## src/sv/bwc_pkg.sv

```systemverilog
// Shared types, codes and helpers for the boost window controller.
// No dependencies; every other module in sv/ imports this package.
`timescale 1ns / 1ps

package bwc_pkg;

    // Countdown timer width
    localparam int TIMER_BITS = 16;
    localparam logic [TIMER_BITS-1:0] TIMER_MAX = {TIMER_BITS{1'b1}};

    // Screen-on wake window in ticks
    localparam logic [15:0] WAKE_TICKS = 16'd500;

    // Event kinds
    localparam logic [2:0] K_TICK       = 3'd0;
    localparam logic [2:0] K_INPUT      = 3'd1;
    localparam logic [2:0] K_FLEX       = 3'd2;
    localparam logic [2:0] K_MAX        = 3'd3;
    localparam logic [2:0] K_WAKE       = 3'd4;
    localparam logic [2:0] K_SCREEN_ON  = 3'd5;
    localparam logic [2:0] K_SCREEN_OFF = 3'd6;

    // Configuration register indexes
    localparam logic [2:0] R_DEVICE_ENABLED   = 3'd0;
    localparam logic [2:0] R_INPUT_TICKS      = 3'd1;
    localparam logic [2:0] R_FLEX_TICKS       = 3'd2;
    localparam logic [2:0] R_BOOST_FREQ       = 3'd3;
    localparam logic [2:0] R_MAX_FREQ         = 3'd4;
    localparam logic [2:0] R_LOWEST_FREQ      = 3'd5;

    // Boost flag bit positions
    localparam int F_INPUT = 0;
    localparam int F_FLEX  = 1;
    localparam int F_WAKE  = 2;
    localparam int F_MAX   = 3;

    typedef struct packed {
        logic        device_enabled;
        logic [15:0] input_boost_ticks;
        logic [15:0] flex_boost_ticks;
        logic [31:0] boost_frequency;
        logic [31:0] maximum_frequency;
        logic [31:0] lowest_table_frequency;
    } cfg_t;

    typedef struct packed {
        logic       disp_on;
        logic [3:0] flags;     // input, flex, wake, max from bit 0
    } status_t;

    // Saturating load of a 16-bit window into the timer width
    function automatic logic [TIMER_BITS-1:0] clamp_load(input logic [15:0] d);
        logic [31:0] wide;
        wide = 32'(d);
        if ((wide >> TIMER_BITS) != 32'd0) begin
            return TIMER_MAX;
        end
        return TIMER_BITS'(wide);
    endfunction

endpackage

```

## src/sv/bwc_cfg_regs.sv

```systemverilog
// Configuration register file for the boost window controller.
// Depends on bwc_pkg (cfg_t, register index codes).
`timescale 1ns / 1ps

module bwc_cfg_regs
    import bwc_pkg::*;
(
    input  logic        aclk,
    input  logic        aresetn,
    input  logic        wr_en,
    input  logic [2:0]  wr_index,
    input  logic [31:0] wr_data,
    output cfg_t        cfg
);

    cfg_t cfg_reg;
    cfg_t cfg_next;

    always_comb begin
        cfg_next = cfg_reg;
        if (wr_en) begin
            case (wr_index)
                R_DEVICE_ENABLED: cfg_next.device_enabled         = wr_data[0];
                R_INPUT_TICKS:    cfg_next.input_boost_ticks      = wr_data[15:0];
                R_FLEX_TICKS:     cfg_next.flex_boost_ticks       = wr_data[15:0];
                R_BOOST_FREQ:     cfg_next.boost_frequency        = wr_data;
                R_MAX_FREQ:       cfg_next.maximum_frequency      = wr_data;
                R_LOWEST_FREQ:    cfg_next.lowest_table_frequency = wr_data;
                default:          cfg_next = cfg_reg;
            endcase
        end
    end

    always_ff @(posedge aclk) begin
        if (!aresetn) begin
            cfg_reg.device_enabled         <= 1'b0;
            cfg_reg.input_boost_ticks      <= 16'd64;
            cfg_reg.flex_boost_ticks       <= 16'd64;
            cfg_reg.boost_frequency        <= 32'd0;
            cfg_reg.maximum_frequency      <= 32'hFFFF_FFFF;
            cfg_reg.lowest_table_frequency <= 32'd0;
        end else begin
            cfg_reg <= cfg_next;
        end
    end

    assign cfg = cfg_reg;

endmodule

```

## src/sv/bwc_in_reg.sv

```systemverilog
// Input register stage: holds one event item until the update stage takes it.
// Depends on bwc_pkg (wildcard import only).
`timescale 1ns / 1ps

module bwc_in_reg
    import bwc_pkg::*;
(
    input  logic        aclk,
    input  logic        aresetn,
    input  logic        in_valid,
    output logic        in_ready,
    input  logic [2:0]  in_kind,
    input  logic [15:0] in_duration,
    input  logic        take,       // update stage consumes the held item
    output logic        held_valid,
    output logic [2:0]  held_kind,
    output logic [15:0] held_duration
);

    logic        valid_reg;
    logic        valid_next;
    logic [2:0]  kind_reg;
    logic [15:0] duration_reg;

    assign in_ready = !valid_reg || take;

    always_comb begin
        valid_next = valid_reg;
        if (in_valid && in_ready) begin
            valid_next = 1'b1;
        end else if (take) begin
            valid_next = 1'b0;
        end
    end

    always_ff @(posedge aclk) begin
        if (!aresetn) begin
            valid_reg <= 1'b0;
        end else begin
            valid_reg <= valid_next;
        end
    end

    always_ff @(posedge aclk) begin
        if (in_valid && in_ready) begin
            kind_reg     <= in_kind;
            duration_reg <= in_duration;
        end
    end

    assign held_valid    = valid_reg;
    assign held_kind     = kind_reg;
    assign held_duration = duration_reg;

endmodule

```

## src/sv/bwc_state.sv

```systemverilog
// Boost state: screen flag, boost flags, three countdown timers and pending bits.
// Depends on bwc_pkg (cfg_t, status_t, kind codes, clamp_load).
`timescale 1ns / 1ps

module bwc_state
    import bwc_pkg::*;
(
    input  logic        aclk,
    input  logic        aresetn,
    input  logic        step,
    input  logic [2:0]  kind,
    input  logic [15:0] duration,
    input  cfg_t        cfg,
    output status_t     status_next
);

    logic                  disp_on_reg, disp_on_next;
    logic [3:0]            flags_reg, flags_next;
    logic [2:0]            pend_reg, pend_next;     // input, flex, max
    logic [TIMER_BITS-1:0] in_tmr_reg, in_tmr_next;
    logic [TIMER_BITS-1:0] fx_tmr_reg, fx_tmr_next;
    logic [TIMER_BITS-1:0] mx_tmr_reg, mx_tmr_next;
    logic                  live;
    logic                  wake_ok;

    assign live    = cfg.device_enabled && disp_on_reg;
    assign wake_ok = cfg.device_enabled && !disp_on_reg;

    always_comb begin
        disp_on_next = disp_on_reg;
        flags_next   = flags_reg;
        pend_next    = pend_reg;
        in_tmr_next  = in_tmr_reg;
        fx_tmr_next  = fx_tmr_reg;
        mx_tmr_next  = mx_tmr_reg;

        case (kind)
            K_TICK: begin
                if (pend_reg[0]) begin
                    if (in_tmr_reg <= TIMER_BITS'(1)) begin
                        in_tmr_next        = '0;
                        pend_next[0]       = 1'b0;
                        flags_next[F_INPUT] = 1'b0;
                    end else begin
                        in_tmr_next = in_tmr_reg - TIMER_BITS'(1);
                    end
                end
                if (pend_reg[1]) begin
                    if (fx_tmr_reg <= TIMER_BITS'(1)) begin
                        fx_tmr_next        = '0;
                        pend_next[1]       = 1'b0;
                        flags_next[F_FLEX] = 1'b0;
                    end else begin
                        fx_tmr_next = fx_tmr_reg - TIMER_BITS'(1);
                    end
                end
                // max timer is shared by the wake and max boosts
                if (pend_reg[2]) begin
                    if (mx_tmr_reg <= TIMER_BITS'(1)) begin
                        mx_tmr_next        = '0;
                        pend_next[2]       = 1'b0;
                        flags_next[F_WAKE] = 1'b0;
                        flags_next[F_MAX]  = 1'b0;
                    end else begin
                        mx_tmr_next = mx_tmr_reg - TIMER_BITS'(1);
                    end
                end
            end
            K_INPUT: begin
                if (live) begin
                    in_tmr_next = clamp_load(cfg.input_boost_ticks);
                    if (!pend_reg[0]) begin
                        pend_next[0]        = 1'b1;
                        flags_next[F_INPUT] = 1'b1;
                    end
                end
            end
            K_FLEX: begin
                if (live) begin
                    fx_tmr_next = clamp_load(cfg.flex_boost_ticks);
                    if (!pend_reg[1]) begin
                        pend_next[1]       = 1'b1;
                        flags_next[F_FLEX] = 1'b1;
                    end
                end
            end
            K_MAX: begin
                if (live) begin
                    mx_tmr_next = clamp_load(duration);
                    if (!pend_reg[2]) begin
                        pend_next[2]      = 1'b1;
                        flags_next[F_MAX] = 1'b1;
                    end
                end
            end
            K_WAKE: begin
                if (wake_ok) begin
                    mx_tmr_next = clamp_load(duration);
                    if (!pend_reg[2]) begin
                        pend_next[2]       = 1'b1;
                        flags_next[F_WAKE] = 1'b1;
                    end
                end
            end
            K_SCREEN_ON: begin
                if (wake_ok) begin
                    mx_tmr_next = clamp_load(WAKE_TICKS);
                    if (!pend_reg[2]) begin
                        pend_next[2]       = 1'b1;
                        flags_next[F_WAKE] = 1'b1;
                    end
                end
                disp_on_next = 1'b1;
            end
            K_SCREEN_OFF: begin
                disp_on_next = 1'b0;
                flags_next   = '0;
            end
            default: begin
                disp_on_next = disp_on_reg;
            end
        endcase
    end

    always_ff @(posedge aclk) begin
        if (!aresetn) begin
            disp_on_reg <= 1'b1;
            flags_reg   <= '0;
            pend_reg    <= '0;
            in_tmr_reg  <= '0;
            fx_tmr_reg  <= '0;
            mx_tmr_reg  <= '0;
        end else if (step) begin
            disp_on_reg <= disp_on_next;
            flags_reg   <= flags_next;
            pend_reg    <= pend_next;
            in_tmr_reg  <= in_tmr_next;
            fx_tmr_reg  <= fx_tmr_next;
            mx_tmr_reg  <= mx_tmr_next;
        end
    end

    assign status_next.disp_on = disp_on_next;
    assign status_next.flags   = flags_next;

endmodule

```

## src/sv/bwc_out_reg.sv

```systemverilog
// Result stage: forms the frequency floor and max flag, holds the result item.
// Depends on bwc_pkg (cfg_t, status_t, flag positions).
`timescale 1ns / 1ps

module bwc_out_reg
    import bwc_pkg::*;
(
    input  logic        aclk,
    input  logic        aresetn,
    input  logic        load,
    input  status_t     status,
    input  cfg_t        cfg,
    output logic        free,
    output logic        out_valid,
    input  logic        out_ready,
    output logic [31:0] out_min_frequency,
    output logic        out_max_boost_on,
    output logic [4:0]  out_boost_flags
);

    logic        valid_reg, valid_next;
    logic [31:0] minf_reg, minf_next;
    logic        maxb_reg, maxb_next;
    logic [4:0]  flags_reg, flags_next;
    logic [31:0] capped;

    assign free = !valid_reg || out_ready;

    assign capped = (cfg.boost_frequency < cfg.maximum_frequency) ?
                    cfg.boost_frequency : cfg.maximum_frequency;

    always_comb begin
        if (!status.disp_on) begin
            minf_next = cfg.lowest_table_frequency;
            maxb_next = status.flags[F_WAKE];
        end else begin
            minf_next = (status.flags[F_INPUT] || status.flags[F_FLEX]) ?
                        capped : cfg.lowest_table_frequency;
            maxb_next = status.flags[F_MAX];
        end
        flags_next = {status.flags, status.disp_on};
        valid_next = load ? 1'b1 : (out_ready ? 1'b0 : valid_reg);
    end

    always_ff @(posedge aclk) begin
        if (!aresetn) begin
            valid_reg <= 1'b0;
        end else begin
            valid_reg <= valid_next;
        end
    end

    always_ff @(posedge aclk) begin
        if (load) begin
            minf_reg  <= minf_next;
            maxb_reg  <= maxb_next;
            flags_reg <= flags_next;
        end
    end

    assign out_valid         = valid_reg;
    assign out_min_frequency = minf_reg;
    assign out_max_boost_on  = maxb_reg;
    assign out_boost_flags   = flags_reg;

endmodule

```

## src/sv/boost_window_controller.sv

```systemverilog
// Top level of the boost window controller.
// Depends on bwc_pkg, bwc_cfg_regs, bwc_in_reg, bwc_state and bwc_out_reg.
`timescale 1ns / 1ps

// Frequency-floor boost controller for one device.
//
// Event channel (s_*): one item per event. s_tuser carries the event kind
// (tick, input, flex kick, max kick, wake kick, screen on, screen off);
// s_tdata carries the boost duration used by max and wake kicks.
// Result channel (m_*): exactly one item per event, in order. m_tdata is
// the applied minimum frequency; m_tuser holds the max-boost flag and the
// five status flags (screen on, input, flex, wake, max).
// Config channel (cfg_*): always ready; index selects the register, a write
// to an index past the last register is dropped. Write only while idle.
//
// Path: the input register holds the accepted item; the state update and the
// result register load then happen together once the result slot is free.
// Throughput: one item per cycle while the receiver keeps m_tready high.
// When the receiver stalls the result register holds its item, the input
// register fills, and s_tready drops until m_tready returns.
// Reset (aresetn low, synchronous): screen on, all boosts and timers clear,
// registers take their reset values, both channels empty.

module boost_window_controller
    import bwc_pkg::*;
(
    input  logic        aclk,
    input  logic        aresetn,
    // event channel
    input  logic        s_tvalid,
    output logic        s_tready,
    input  logic [15:0] s_tdata,    // [15:0] duration
    input  logic [2:0]  s_tuser,    // [2:0] kind
    // result channel
    output logic        m_tvalid,
    input  logic        m_tready,
    output logic [31:0] m_tdata,    // [31:0] min_frequency
    output logic [5:0]  m_tuser,    // [0] max_boost_on, [5:1] boost_flags
    // configuration write channel
    input  logic        cfg_valid,
    output logic        cfg_ready,
    input  logic [2:0]  cfg_index,
    input  logic [31:0] cfg_data
);

    cfg_t        cfg;
    status_t     status_next;
    logic        held_valid;
    logic [2:0]  held_kind;
    logic [15:0] held_duration;
    logic        out_free;
    logic        advance;

    assign cfg_ready = 1'b1;

    // an event moves through the update stage when the result slot is open
    assign advance = held_valid && out_free;

    bwc_cfg_regs u_cfg (
        .aclk     (aclk),
        .aresetn  (aresetn),
        .wr_en    (cfg_valid && cfg_ready),
        .wr_index (cfg_index),
        .wr_data  (cfg_data),
        .cfg      (cfg)
    );

    bwc_in_reg u_in (
        .aclk          (aclk),
        .aresetn       (aresetn),
        .in_valid      (s_tvalid),
        .in_ready      (s_tready),
        .in_kind       (s_tuser),
        .in_duration   (s_tdata),
        .take          (advance),
        .held_valid    (held_valid),
        .held_kind     (held_kind),
        .held_duration (held_duration)
    );

    bwc_state u_state (
        .aclk        (aclk),
        .aresetn     (aresetn),
        .step        (advance),
        .kind        (held_kind),
        .duration    (held_duration),
        .cfg         (cfg),
        .status_next (status_next)
    );

    bwc_out_reg u_out (
        .aclk              (aclk),
        .aresetn           (aresetn),
        .load              (advance),
        .status            (status_next),
        .cfg               (cfg),
        .free              (out_free),
        .out_valid         (m_tvalid),
        .out_ready         (m_tready),
        .out_min_frequency (m_tdata),
        .out_max_boost_on  (m_tuser[0]),
        .out_boost_flags   (m_tuser[5:1])
    );

endmodule

```

## config.mk

```make
export PLATFORM = sky130hd
export DESIGN_NAME = boost_window_controller
export DESIGN_NICKNAME = d
export VERILOG_FILES = /design/src/sv/bwc_pkg.sv /design/src/sv/bwc_cfg_regs.sv /design/src/sv/bwc_in_reg.sv /design/src/sv/bwc_state.sv /design/src/sv/bwc_out_reg.sv /design/src/sv/boost_window_controller.sv
export SDC_FILE = /design/constraint.sdc
export NUM_CORES = 1
export LEC_CHECK = 0
export BUFFER_PORTS_ARGS = -buffer_cell sky130_fd_sc_hd__buf_2
export CAP_MARGIN = 20
export CORE_MARGIN = 5
export CORE_UTILIZATION = 30
export CTS_CLUSTER_DIAMETER = 50
export DETAILED_ROUTE_END_ITERATION = 8
export PLACE_DENSITY = 0.5
export SLEW_MARGIN = 20
export SYNTH_ARGS = -nofsm -noshare
export SYNTH_HDL_FRONTEND = slang
export SYNTH_HIERARCHICAL = 1
export SYNTH_SLANG_ARGS = --single-unit
```

## constraint.sdc

```tcl
create_clock -name aclk -period 4.6 [get_ports aclk]
set_input_delay 0.92 -clock aclk [delete_from_list [all_inputs] [get_ports aclk]]
set_output_delay 0.92 -clock aclk [all_outputs]
set_load 0.03 [all_outputs]
```

==> qor_table.md, run 1 <==
| Result | Reported | Unit |
|---|---|---|
| Fraction of post-synthesis cell area in the top cell type by area | 0.292 | - |
| EDFF count, synth | 57 | - |
| Hold buffer count at CTS | 0 | - |
| Drt wl/cell | 17.6 | um |
| Static Leak | 6.49 | nW |
| Cell area power density | 373 | nW/um^2 |
| Worst slack at placement | 1.29 | ns |
| Clock latency at the later pin of the worst-skew pair | 0.57 | ns |
| Net count after synthesis | 1486 | - |
| Synthesized cell area | 12800 | um^2 |
| Critical R2R Launch | u_state/in_tmr_reg[4] | - |
| Total congestion overflow | 0 | - |
| TNS Setup | 0 | ns |
| Area overhead of the layout relative to synthesis | 16.4 | % |
| Detailed Place HPWL | 23.1 | mm |
| Count of synthesis-stage warnings from yosys | 6 | - |
| Maximum frequency from static timing analysis | 297 | MHz |
| Iteration count of the initial detailed-routing pass | 5 | - |
| Unrepaired setup endpoints after global routing | no | - |
| Overall Global Routing Usage | 0.146 | - |
| Class of the worst hold path | reg -> reg | - |
| Post-route clock period utilization | 0.733 | - |
| CP Launch Type | register | - |
| Main flop type after synthesis | dfxtp_1 | - |
| Area enclosed by the die boundary | 47000 | um^2 |
| Leading post-synthesis cells by instance count | nand2_1 (236), dfxtp_1 (187), mux2i_1 (130), nor2b_1 (67), a21oi_1 (62) | - |
| Total count of max-transition violations in the final report | 0 | - |
| Rows | 75 | - |
| WHS Endpoint | u_cfg/cfg[29] | - |
| Boundary pin count | 100 | - |
| Outcome | finished clean | - |
| Main area contributors after synthesis | dfxtp_1 (29%), edfxtp_1 (13%), mux2i_1 (10%), nand2_1 (6.9%), ha_1 (3.6%) | - |
| Crit end category | register | - |
| Number of inserted filler cells in the final layout | 4334 | - |
| Share of async-settable or async-resettable flops after synthesis | 0 | - |
| # diodes | 0 | - |
| Wire length of the first global-routing pass | 55.8 | mm |
| Switching part of the total power | 0.263 | - |
| Number of hold-slack violations in the final timing report | 0 | - |
| Core outline area | 42100 | um^2 |
| Critical path class | reg -> reg | - |
| Power share of the clock group | 0.510 | - |
| Clock skew | 0.0322 | ns |
| Iteration-0 DRC count of the detailed router | 600 | - |
| Count of nets left with antenna violations after detail routing | 0 | - |
| Pin count of the biggest net entering global routing | 176 | - |
| # nets final | 1545 | - |
| Relative slew slack | 0.263 | - |
| Gpl congestion | 0.804 | - |
| Total net switching power | 1.46 | mW |
| Clock sink count | 244 | - |
| Hold Startpoint | u_cfg/cfg[29] | - |
| Final Util | 0.354 | - |
| Share of power burned in registers | 0.414 | - |
| CTS Root Cell | clkbuf_16 | - |
| Count of cells along the worst register-to-register path | 10 | - |
| Final period demand of the worst path | 3.37 | ns |
| Overall power after layout | 5.57 | mW |
| Antenna violations before repair | 1 | - |
| Remaining DRCs | 0 | - |
| Cells after Synth | 1390 | - |
| Average cell area after synthesis | 9.23 | um^2 |
| Via count | 10500 | - |
| Placed cell count | 1948 | - |
| Clock transition at the registers of the reported paths | 0.06 | ns |
| Endpoint arrival time on the critical path | 3.67 | ns |
| TritonCTS clock tree | yes | - |
| Total Wirelength | 35.6 | mm |
| Post-route insts no fill | 2018 | - |
| Post-CTS Setup Repair Bufs | 0 | - |
| Required arrival time at the worst endpoint | 4.90 | ns |
| Internal power summed over all cells | 4.10 | mW |
| Sequential-to-total area share from yosys stat | 0.425 | - |
| Final setup viols | 0 | - |
| Maximum count of clock buffers along a single path | 3 | - |
| Setup ws final | 1.23 | ns |
| Critical register-to-register path endpoint | u_out/out_min_frequency[20] | - |
| Number of storage elements in the synthesis netlist | 244 | - |
| Htree depth | 2 | - |
| Chip Height | 217 | um |
| Number of maximum-capacitance constraint violations | 0 | - |
| Library cell occupying the most area in the post-synthesis netlist | dfxtp_1 | - |
| Number of distinct standard cells referenced by the synthesized netlist | 81 | - |
| Transition time of the tightest slew-check pin | 1.11 | ns |
| Number of buffers added by the clock tree synthesis step | 38 | - |
| Number of gates resized after CTS | 0 | - |
| Count leader, synth | nand2_1 | - |
| Flip-flop count of the largest register after layout | 129 | - |
| Starting density of the core | 0.304 | - |
| Vias in the first global route | 10100 | - |
| Worst hold path depth | 2 | - |
| Critical path peak fanout | 64 | - |
| Maximum vdd drop | 0.000230 | V |
| Number of vias per cell | 5.20 | - |
| Fraction of layout instances using a drive strength above 1 | 0.151 | - |
| X dimension of the die | 217 | um |
| R2R setup slack | 1.23 | ns |
| Combinational fraction of design power | 0.076 | - |
| IO buf count | 98 | - |
-- power by group through the flow --
stage	Combinational (mW)	Sequential, mW	Clock [mW]
floorplan	0.272	2.36	0
CTS	0.428	2.30	2.93
global placement	0.426	2.35	0
detailed placement	0.428	2.35	0
finish	0.424	2.30	2.84
global route	0.465	2.31	3.02
-- cell usage in the layout, fill, tap and decap left out, drive strengths merged, types with 6 or more instances in the layout --
cell type,Yosys,layout
nand2b,7,7
a21oi,62,62
nor4,17,17
nand4,10,10
o21ai,39,39
nor2b,67,67
buf,44,120
inv,54,60
or2,6,6
o32ai,6,6
or3,39,39
a2bb2oi,34,34
a211oi,9,9
o21a,6,6
nor3,17,17
nor3b,7,7
nor2,31,31
a32oi,14,14
o22ai,20,20
ha,37,37
nand3,54,54
nand2,236,236
and2,9,9
clkinv,0,12
a31oi,14,14
mux2i,130,130
dfxtp,187,187
a221oi,7,7
a22oi,15,15
o2111ai,34,34
edfxtp,57,57
clkbuf,57,51
-- final cells by class --
type,count,area [um^2],share of cell area
Clock buffer,51,1080,0.0725
Clock inverter,19,190,0.0127
Inverter,54,203,0.0136
Multi-Input combinational cell,991,6650,0.445
Sequential cell,244,5460,0.365
Tap cell,539,674,0.0452
Timing Repair Buffer,120,674,0.0452
-- through the flow --
step | hold slack, ns | instance area [um^2]
after floorplan | 0.430 | 12800
final | 0.461 | 14900
after global placement | 0.446 | 13700
after global routing | 0.472 | 14900
after CTS | 0.463 | 14900
after detailed placement | 0.454 | 13700
-- metal layers --
layer  GRT usage  vias to the layer above  part of all wire
met1       0.193                     5016              0.46
met2       0.240                      230              0.47
met3      0.0318                       51             0.047
li1            -                     5195                 -
met5           0                        -           0.00037
met4      0.0447                        2             0.021
-- critical path, cell delays in order (launching register included) --
cell and delay (ns):
dfxtp_1 0.36, or4_1 0.77, nor3_4 0.30, a31oi_1 0.13, o21a_1 0.19, or2_2 0.30
o21a_2 0.20, buf_4 0.32, nand2_1 0.20, a2bb2oi_1 0.17, nand3_1 0.09
-- kinds of logic (layout without fill, tap and decap cells) --
kind of cell | count (synthesis) | in the layout | synth area share
adder cells (fa/ha/maj) | 37 | 37 | 0.0361
flip-flops | 244 | 244 | 0.425
buffers and inverters | 155 | 244 | 0.0571
multiplexers | 133 | 133 | 0.104
AO/OA/AOI/OAI | 289 | 289 | 0.159
XOR/XNOR | 5 | 5 | 0.00342
other | 1 | 1 | 0.000292
AND/OR/NAND/NOR | 526 | 526 | 0.214
-- worst max path at each step --
| stage | slack (ns) | cells past startpoint | start | to |
|---|---|---|---|---|
| after detailed placement | 1.29 | 10 | u_state/in_tmr_reg[4] | u_out/out_min_frequency[28] |
| final | 1.23 | 10 | u_state/in_tmr_reg[4] | u_out/out_min_frequency[20] |
| after global routing | 1.01 | 10 | u_in/held_kind[0] | u_out/out_min_frequency[8] |
| after CTS | 1.26 | 10 | u_state/in_tmr_reg[4] | u_out/out_min_frequency[28] |
| after global placement | 1.39 | 10 | u_state/in_tmr_reg[4] | u_out/out_min_frequency[19] |
| after floorplan | 1.12 | 8 | m_tready | u_state/fx_tmr_reg[4] |
Power figures use the tool's default switching activity.
==> run 2, diff against run 1 <==
--- a/config.mk
+++ b/config.mk
@@ -5,6 +5,7 @@
 export SDC_FILE = /design/constraint.sdc
 export NUM_CORES = 1
 export LEC_CHECK = 0
+export ABC_AREA = 1
 export BUFFER_PORTS_ARGS = -buffer_cell sky130_fd_sc_hd__buf_2
 export CAP_MARGIN = 20
 export CORE_MARGIN = 5
==> constraint.sdc (replaced) <==
create_clock -name aclk -period 3.5 [get_ports aclk]
set_input_delay 0.7 -clock aclk [delete_from_list [all_inputs] [get_ports aclk]]
set_output_delay 0.7 -clock aclk [all_outputs]
set_load 0.03 [all_outputs]
==> run 2 against run 1 <==
Area after synthesis increased by 2.9%; flip-flop and latch count unchanged; critical path depth increased by 1; die area increased by 2.8%; power increased by 42%; utilization increased by 0.32 points; first-iteration DRC count increased by 12%; register-to-register slack got worse by 0.47 ns; synthesized cell count increased by 33%; clock power increased by 40%; critical path type unchanged; largest power group unchanged.
==> qor_table.md, run 2 <==
| Result | Reported | Unit | vs previous |
|---|---|---|---|
| Cells after Synth | 1850 | - | +33% |
| Maximum count of clock buffers along a single path | 3 | - | unchanged |
| Average cell area after synthesis | 7.13 | um^2 | -23% |
| Unrepaired setup endpoints after global routing | no | - |  |
| Class of the worst hold path | in -> reg | - |  |
| Pin count of the biggest net entering global routing | 138 | - | -22% |
| Maximum vdd drop | 0.000277 | V | +21% |
| EDFF count, synth | 57 | - | unchanged |
| Iteration count of the initial detailed-routing pass | 4 | - | -1 |
| Most used cells in the layout excluding fill and tap cells | nand2_1 (421), nor2_1 (353), inv_1 (214) | - |  |
| Chip Height | 220 | um | +1.4% |
| Number of inserted filler cells in the final layout | 4643 | - | +7.1% |
| Starting density of the core | 0.305 | - | +0.000595 |
| Endpoint arrival time on the critical path | 3.16 | ns | -0.51 ns |
| CP Launch Type | register | - |  |
| Clock sink count | 244 | - | unchanged |
| Number of maximum-capacitance constraint violations | 0 | - | unchanged |
| Count of nets left with antenna violations after detail routing | 0 | - | unchanged |
| Drt wl/cell | 14.8 | um | -16% |
| Final period demand of the worst path | 2.74 | ns | -0.633 ns |
| Boundary pin count | 100 | - | unchanged |
| Total count of max-transition violations in the final report | 0 | - | unchanged |
| Via count | 11600 | - | +11% |
| Htree depth | 2 | - | unchanged |
| Main area contributors after synthesis | dfxtp_1 (28%), edfxtp_1 (13%), nand2_1 (12%), nor2_1 (10%), nand3_1 (7.9%) | - |  |
| Most frequent standard cell in the layout excluding fill and tap cells | nand2_1 | - |  |
| Static Leak | 7.54 | nW | +16% |
| Remaining DRCs | 0 | - | unchanged |
| Relative slew slack | 0.399 | - | +0.136 |
| Rows | 76 | - | +1.3% |
| Sequential-to-total area share from yosys stat | 0.413 | - | -0.0119 |
| IO buf count | 98 | - | unchanged |
| CTS Root Cell | clkbuf_16 | - |  |
| Highest signal layer in the routed design | met4 | - |  |
| Flip-flop count of the largest register after layout | 129 | - | unchanged |
| # diodes | 0 | - | unchanged |
| Number of hold-slack violations in the final timing report | 0 | - | unchanged |
| Wire length of the first global-routing pass | 60.4 | mm | +8.2% |
| Vias in the first global route | 11100 | - | +11% |
| Library cell occupying the most area in the post-synthesis netlist | dfxtp_1 | - |  |
| Combined flip-flop and latch cell area | 5460 | um^2 | unchanged |
| Critical path class | reg -> reg | - |  |
| Area enclosed by the die boundary | 48300 | um^2 | +2.8% |
| Wire length on met3 | 1.89 | mm | +12% |
| Number of vias per cell | 4.57 | - | -12% |
| TNS Setup | 0 | ns | unchanged |
| TritonCTS clock tree | yes | - |  |
| Hold buffer count at CTS | 0 | - | unchanged |
| Crit end category | register | - |  |
| Net count after synthesis | 1946 | - | +31% |
| Routed length on met1 | 18.4 | mm | +12% |
| Post-CTS Setup Repair Bufs | 0 | - | unchanged |
| # nets final | 2025 | - | +31% |
| Share of async-settable or async-resettable flops after synthesis | 0 | - | unchanged |
| Maximum frequency from static timing analysis | 365 | MHz | +23% |
| Core outline area | 43300 | um^2 | +2.7% |
| Leading post-synthesis cells by instance count | nand2_1 (421), nor2_1 (355), inv_1 (215), nand3_1 (209), dfxtp_1 (187) | - |  |
| Clock latency at the later pin of the worst-skew pair | 0.56 | ns | about the same |
| Area overhead of the layout relative to synthesis | 17.2 | % |  |
| Setup ws final | 0.761 | ns | -0.467 ns |
| Area used by multi-input combinational logic | 6410 | um^2 | -3.6% |
| Critical path peak fanout | 32 | - | -50% |
| Clock transition at the registers of the reported paths | 0.05 | ns | about the same |
| Cell area power density | 510 | nW/um^2 | +37% |
| Placed cell count | 2471 | - | +27% |
| X dimension of the die | 220 | um | +1.4% |
| Post-route clock period utilization | 0.783 | - | +0.0495 |
| Required arrival time at the worst endpoint | 3.93 | ns | -0.97 ns |
| Count leader, synth | nand2_1 | - |  |
| Gpl congestion | 0.830 | - | +3.2% |
| Post-route insts no fill | 2547 | - | +26% |
| Outcome | finished clean | - |  |
| Number of distinct standard cells referenced by the synthesized netlist | 47 | - | -42% |
| Number of gates resized after CTS | 0 | - | unchanged |
| Worst slack at placement | 0.735 | ns | -0.559 ns |
| Clock skew | 0.0220 | ns | -0.0102 ns |
| Overall Global Routing Usage | 0.156 | - | +0.00974 |
| Transition time of the tightest slew-check pin | 0.901 | ns | -0.205 ns |
| Count of synthesis-stage warnings from yosys | 6 | - | unchanged |
| Synthesized cell area | 13200 | um^2 | +2.9% |
| Number of buffers added by the clock tree synthesis step | 41 | - | +7.9% |
| Detailed Place HPWL | 25.2 | mm | +8.9% |
| Iteration-0 DRC count of the detailed router | 669 | - | +12% |
| Final setup viols | 0 | - | unchanged |
| Main flop type after synthesis | dfxtp_1 | - |  |
| Fraction of layout instances using a drive strength above 1 | 0.169 | - | +0.0179 |
| Total Wirelength | 37.8 | mm | +6.2% |
| Total congestion overflow | 0 | - | unchanged |
| Fraction of post-synthesis cell area in the top cell type by area | 0.284 | - | -0.00819 |
| Antenna violations before repair | 0 | - | -1 |
| Number of storage elements in the synthesis netlist | 244 | - | unchanged |
| WL met2 | 16.9 | mm | +0.93% |
==> run 2: changes by cell type in the layout (fill, tap and decap cells not counted), sizes merged, moves of 34 or more <==
cell     delta
nor2      +333
nand2     +256
nand3     +187
inv       +171
mux2i     -130
nor2b      -67
or3        -39
a2bb2oi    -34
o2111ai    -34
==> run 2: path summary, 6_finish.rpt <==
kind	startpoint	endpoint	slack [ns]	depth (start not counted)
hold / removal	s_tdata[10]	u_in/held_duration[10]	0.32	1
setup / recovery	u_in/held_kind[0]	u_out/out_min_frequency[15]	0.76	11
setup reg to reg	u_in/held_kind[0]	u_out/out_min_frequency[15]	0.76	11
hold reg to reg	u_cfg/cfg[54]	u_cfg/cfg[54]	0.47	2
==> run 2: metal layers <==
layer / track usage / up-vias
met3: 0.0343 / 49
li1: - / 5967
met5: 0 / -
met2: 0.247 / 227
met4: 0.0391 / 0
met1: 0.216 / 5390
==> run 2: cell families after synthesis <==
family	Yosys count	share of synthesized area
AO/OA/AOI/OAI	121	0.0534
other	1	0.000284
AND/OR/NAND/NOR	1117	0.378
flip-flops	244	0.413
adder cells (fa/ha/maj)	37	0.0351
XOR/XNOR	25	0.0166
multiplexers	1	0.000853
buffers and inverters	304	0.102
==> run 2: stage by stage <==
| step | hold WS [ns] | utilization | area [um^2] | power [mW] |
|---|---|---|---|---|
| after global placement | 0.452 | 0.326 | 14100 | 3.96 |
| after detailed placement | 0.456 | 0.326 | 14100 | 3.97 |
| after CTS | 0.283 | 0.358 | 15500 | 8.02 |
| after floorplan | 0.441 | - | 13200 | 3.71 |
| final | 0.321 | 0.358 | 15500 | 7.88 |
| after global routing | 0.282 | 0.358 | 15500 | 8.25 |
==> run 2: report_power, final <==
group | internal, mW | total, mW | switching (mW) | leakage (nW)
clock network | 2.44 | 3.97 | 1.54 | 0.658
registers | 3.01 | 3.08 | 0.0736 | 2.07
logic | 0.240 | 0.826 | 0.585 | 4.81
total | 5.69 | 7.88 | 2.19 | 7.54
==> run 2: area by class of cell <==
cell class,count,area share
clock inverters,24,0.0147
well taps,585,0.0473
clock buffers,52,0.0738
flip-flops and latches,244,0.353
inverters,225,0.0546
multi-input cells,1302,0.414
repair buffers,115,0.0425
==> run 2: critical path: stages (launching register included) <==
cell and delay [ns]:
edfxtp_1 0.53, inv_2 0.11, nor2_4 0.17, nand2_1 0.27, nor2_1 0.34, nand2_1 0.12
nand2_1 0.12, o21ai_2 0.06, inv_1 0.08, buf_4 0.54, nand3_2 0.16, nand2_2 0.08
==> run 3, diff against run 2 <==
==> constraint.sdc (replaced) <==
create_clock -name aclk -period 2.53 [get_ports aclk]
set_input_delay 0.506 -clock aclk [delete_from_list [all_inputs] [get_ports aclk]]
set_output_delay 0.506 -clock aclk [all_outputs]
set_load 0.03 [all_outputs]
==> run 3 against run 2 <==
Power is 39% higher; routed wire length is 0.75% higher; setup slack worse by 0.56 ns; clock power is 38% higher; clock skew is 0.0089 ns higher; critical path depth is 2 higher; utilization is 0.40 points higher; clock-buffer cell count is 1 lower; sequential share of layout area is 0.39 points lower; critical path type unchanged; via count is 1.1% higher; register-to-register slack worse by 0.56 ns.
==> qor_table.md, run 3 (synthesis gave the netlist of run 2 again) <==
| Result | Reported | Unit | vs previous |
|---|---|---|---|
| Number of gates resized after CTS | 0 | - | unchanged |
| Internal power summed over all cells | 7.97 | mW | +40% |
| CTS Root Cell | clkbuf_16 | - |  |
| Total net switching power | 2.95 | mW | +35% |
| Final setup viols | 0 | - | unchanged |
| Final period demand of the worst path | 2.33 | ns | -0.412 ns |
| Combinational fraction of design power | 0.109 | - | +0.004 |
| Class of the worst hold path | in -> reg | - |  |
| Clock skew | 0.0308 | ns | +0.00887 ns |
| Final Util | 0.362 | - | +0.00399 |
| Iteration-0 DRC count of the detailed router | 626 | - | -6.4% |
| Starting density of the core | 0.305 | - | unchanged |
| Total congestion overflow | 0 | - | unchanged |
| Pin count of the biggest net entering global routing | 87 | - | -37% |
| Post-route clock period utilization | 0.920 | - | +0.137 |
| Count of nets left with antenna violations after detail routing | 0 | - | unchanged |
| Drt wl/cell | 14.9 | um | +0.20% |
| Clock latency at the later pin of the worst-skew pair | 0.55 | ns | about the same |
| Via count | 11800 | - | +1.1% |
| Chip Height | 220 | um | unchanged |
| Clock sink count | 244 | - | unchanged |
| Antenna violations before repair | 0 | - | unchanged |
| Hold buffer count at CTS | 0 | - | unchanged |
| CP Launch Type | register | - |  |
| Rows | 76 | - | unchanged |
| TNS Setup | 0 | ns | unchanged |
| Placed cell count | 2487 | - | +0.65% |
| Overall Global Routing Usage | 0.157 | - | +0.00134 |
| Static Leak | 7.64 | nW | +1.4% |
| Power share of the clock group | 0.500 | - | -0.004 |
| Most frequent standard cell in the layout excluding fill and tap cells | nand2_1 | - |  |
| Area overhead of the layout relative to synthesis | 18.5 | % |  |
| Cell area power density | 698 | nW/um^2 | +37% |
| Area enclosed by the die boundary | 48300 | um^2 | unchanged |
| Unrepaired setup endpoints after global routing | no | - |  |
| Crit end category | register | - |  |
| Boundary pin count | 100 | - | unchanged |
| X dimension of the die | 220 | um | unchanged |
| Detailed Place HPWL | 25.6 | mm | +1.8% |
| Remaining DRCs | 0 | - | unchanged |
| Most used cells in the layout excluding fill and tap cells | nand2_1 (421), nor2_1 (353), inv_1 (214) | - |  |
| Total Wirelength | 38.1 | mm | +0.75% |
| Switching part of the total power | 0.270 | - | -0.00806 |
| Post-route insts no fill | 2561 | - | +0.55% |
| Fraction of layout instances using a drive strength above 1 | 0.174 | - | +0.00538 |
| Total count of max-transition violations in the final report | 0 | - | unchanged |
| Htree depth | 2 | - | unchanged |
| Number of buffers added by the clock tree synthesis step | 40 | - | -2.4% |
| Share of power burned in registers | 0.390 | - | about the same |
| Iteration count of the initial detailed-routing pass | 5 | - | +1 |
| Outcome | finished clean | - |  |
| # nets final | 2040 | - | +0.74% |
| Maximum frequency from static timing analysis | 430 | MHz | +18% |
| Required arrival time at the worst endpoint | 2.81 | ns | -1.12 ns |
| Core outline area | 43300 | um^2 | unchanged |
| Endpoint arrival time on the critical path | 2.61 | ns | -0.55 ns |
| Post-CTS Setup Repair Bufs | 0 | - | unchanged |
| Maximum count of clock buffers along a single path | 3 | - | unchanged |
| Clock transition at the registers of the reported paths | 0.05 | ns | about the same |
| Vias in the first global route | 11500 | - | +2.8% |
| Maximum vdd drop | 0.000454 | V | +64% |
| Critical path class | reg -> reg | - |  |
| IO buf count | 98 | - | unchanged |
| # diodes | 0 | - | unchanged |
| Gpl congestion | 0.816 | - | -1.8% |
| Flip-flop count of the largest register after layout | 129 | - | unchanged |
| Number of vias per cell | 4.59 | - | +0.56% |
| Number of maximum-capacitance constraint violations | 0 | - | unchanged |
| TritonCTS clock tree | yes | - |  |
| Number of hold-slack violations in the final timing report | 0 | - | unchanged |
| Transition time of the tightest slew-check pin | 0.910 | ns | +0.00929 ns |
| Critical path peak fanout | 20 | - | -38% |
| Wire length of the first global-routing pass | 61.2 | mm | +1.3% |
| Relative slew slack | 0.393 | - | -0.00611 |
[run 3: path summary, 6_finish.rpt]
kind / slack, ns / startpoint / to / depth (start not counted)
min: 0.14 / s_tdata[14] / u_in/held_duration[14] / 1
max reg2reg: 0.20 / u_cfg/cfg[37] / u_out/out_min_frequency[30] / 13
max: 0.20 / u_cfg/cfg[37] / u_out/out_min_frequency[30] / 13
min reg2reg: 0.47 / u_cfg/cfg[36] / u_cfg/cfg[36] / 2
[run 3: routing by layer]
layer	vias to the layer above	wire length [um]	GRT usage
li1	5989	-	-
met5	-	0	0
met2	219	17200	0.259
met4	0	957	0.0493
met3	72	1570	0.0236
met1	5482	18300	0.213
[run 3: power groups by stage]
stage	combinational [mW]	sequential [mW]	clock, mW
3_3_place_gp	1.19	4.35	0
2_1_floorplan	0.733	4.40	0
3_5_place_dp	1.20	4.34	0
4_1_cts	1.21	4.27	5.62
5_1_grt	1.34	4.28	5.79
6_report	1.19	4.26	5.46
[run 3: metrics by stage]
step                hold slack [ns]  area, um^2  worst slack, ns  power (mW)
global placement              0.452       14300            0.260        5.53
finish                        0.138       15600            0.203        10.9
CTS                           0.102       15600            0.216        11.1
detailed placement            0.456       14300            0.213        5.54
global route                  0.115       15600          0.00709        11.4
floorplan                     0.441       13200            0.159        5.13
[run 3: worst max-delay path, cell delays in order (launching register included)]
cell     delay, ns
dfxtp_1       0.33
inv_1         0.07
ha_1          0.31
a21oi_1       0.14
nor2_1        0.06
nor3_1        0.15
nand2_1       0.10
nand2_1       0.08
nand2_1       0.11
nand2_4       0.11
buf_4         0.30
nand3_1       0.16
nand3_2       0.11
nand2_2       0.04
[run 3: area by class of cell]
cell class	instances	area (um^2)
tap	585	732
clock inverter	23	195
sequential	244	5460
multi-input combinational	1302	6410
timing repair buffer	131	853
inverter	225	848
clock buffer	51	1150
fill	4637	27600
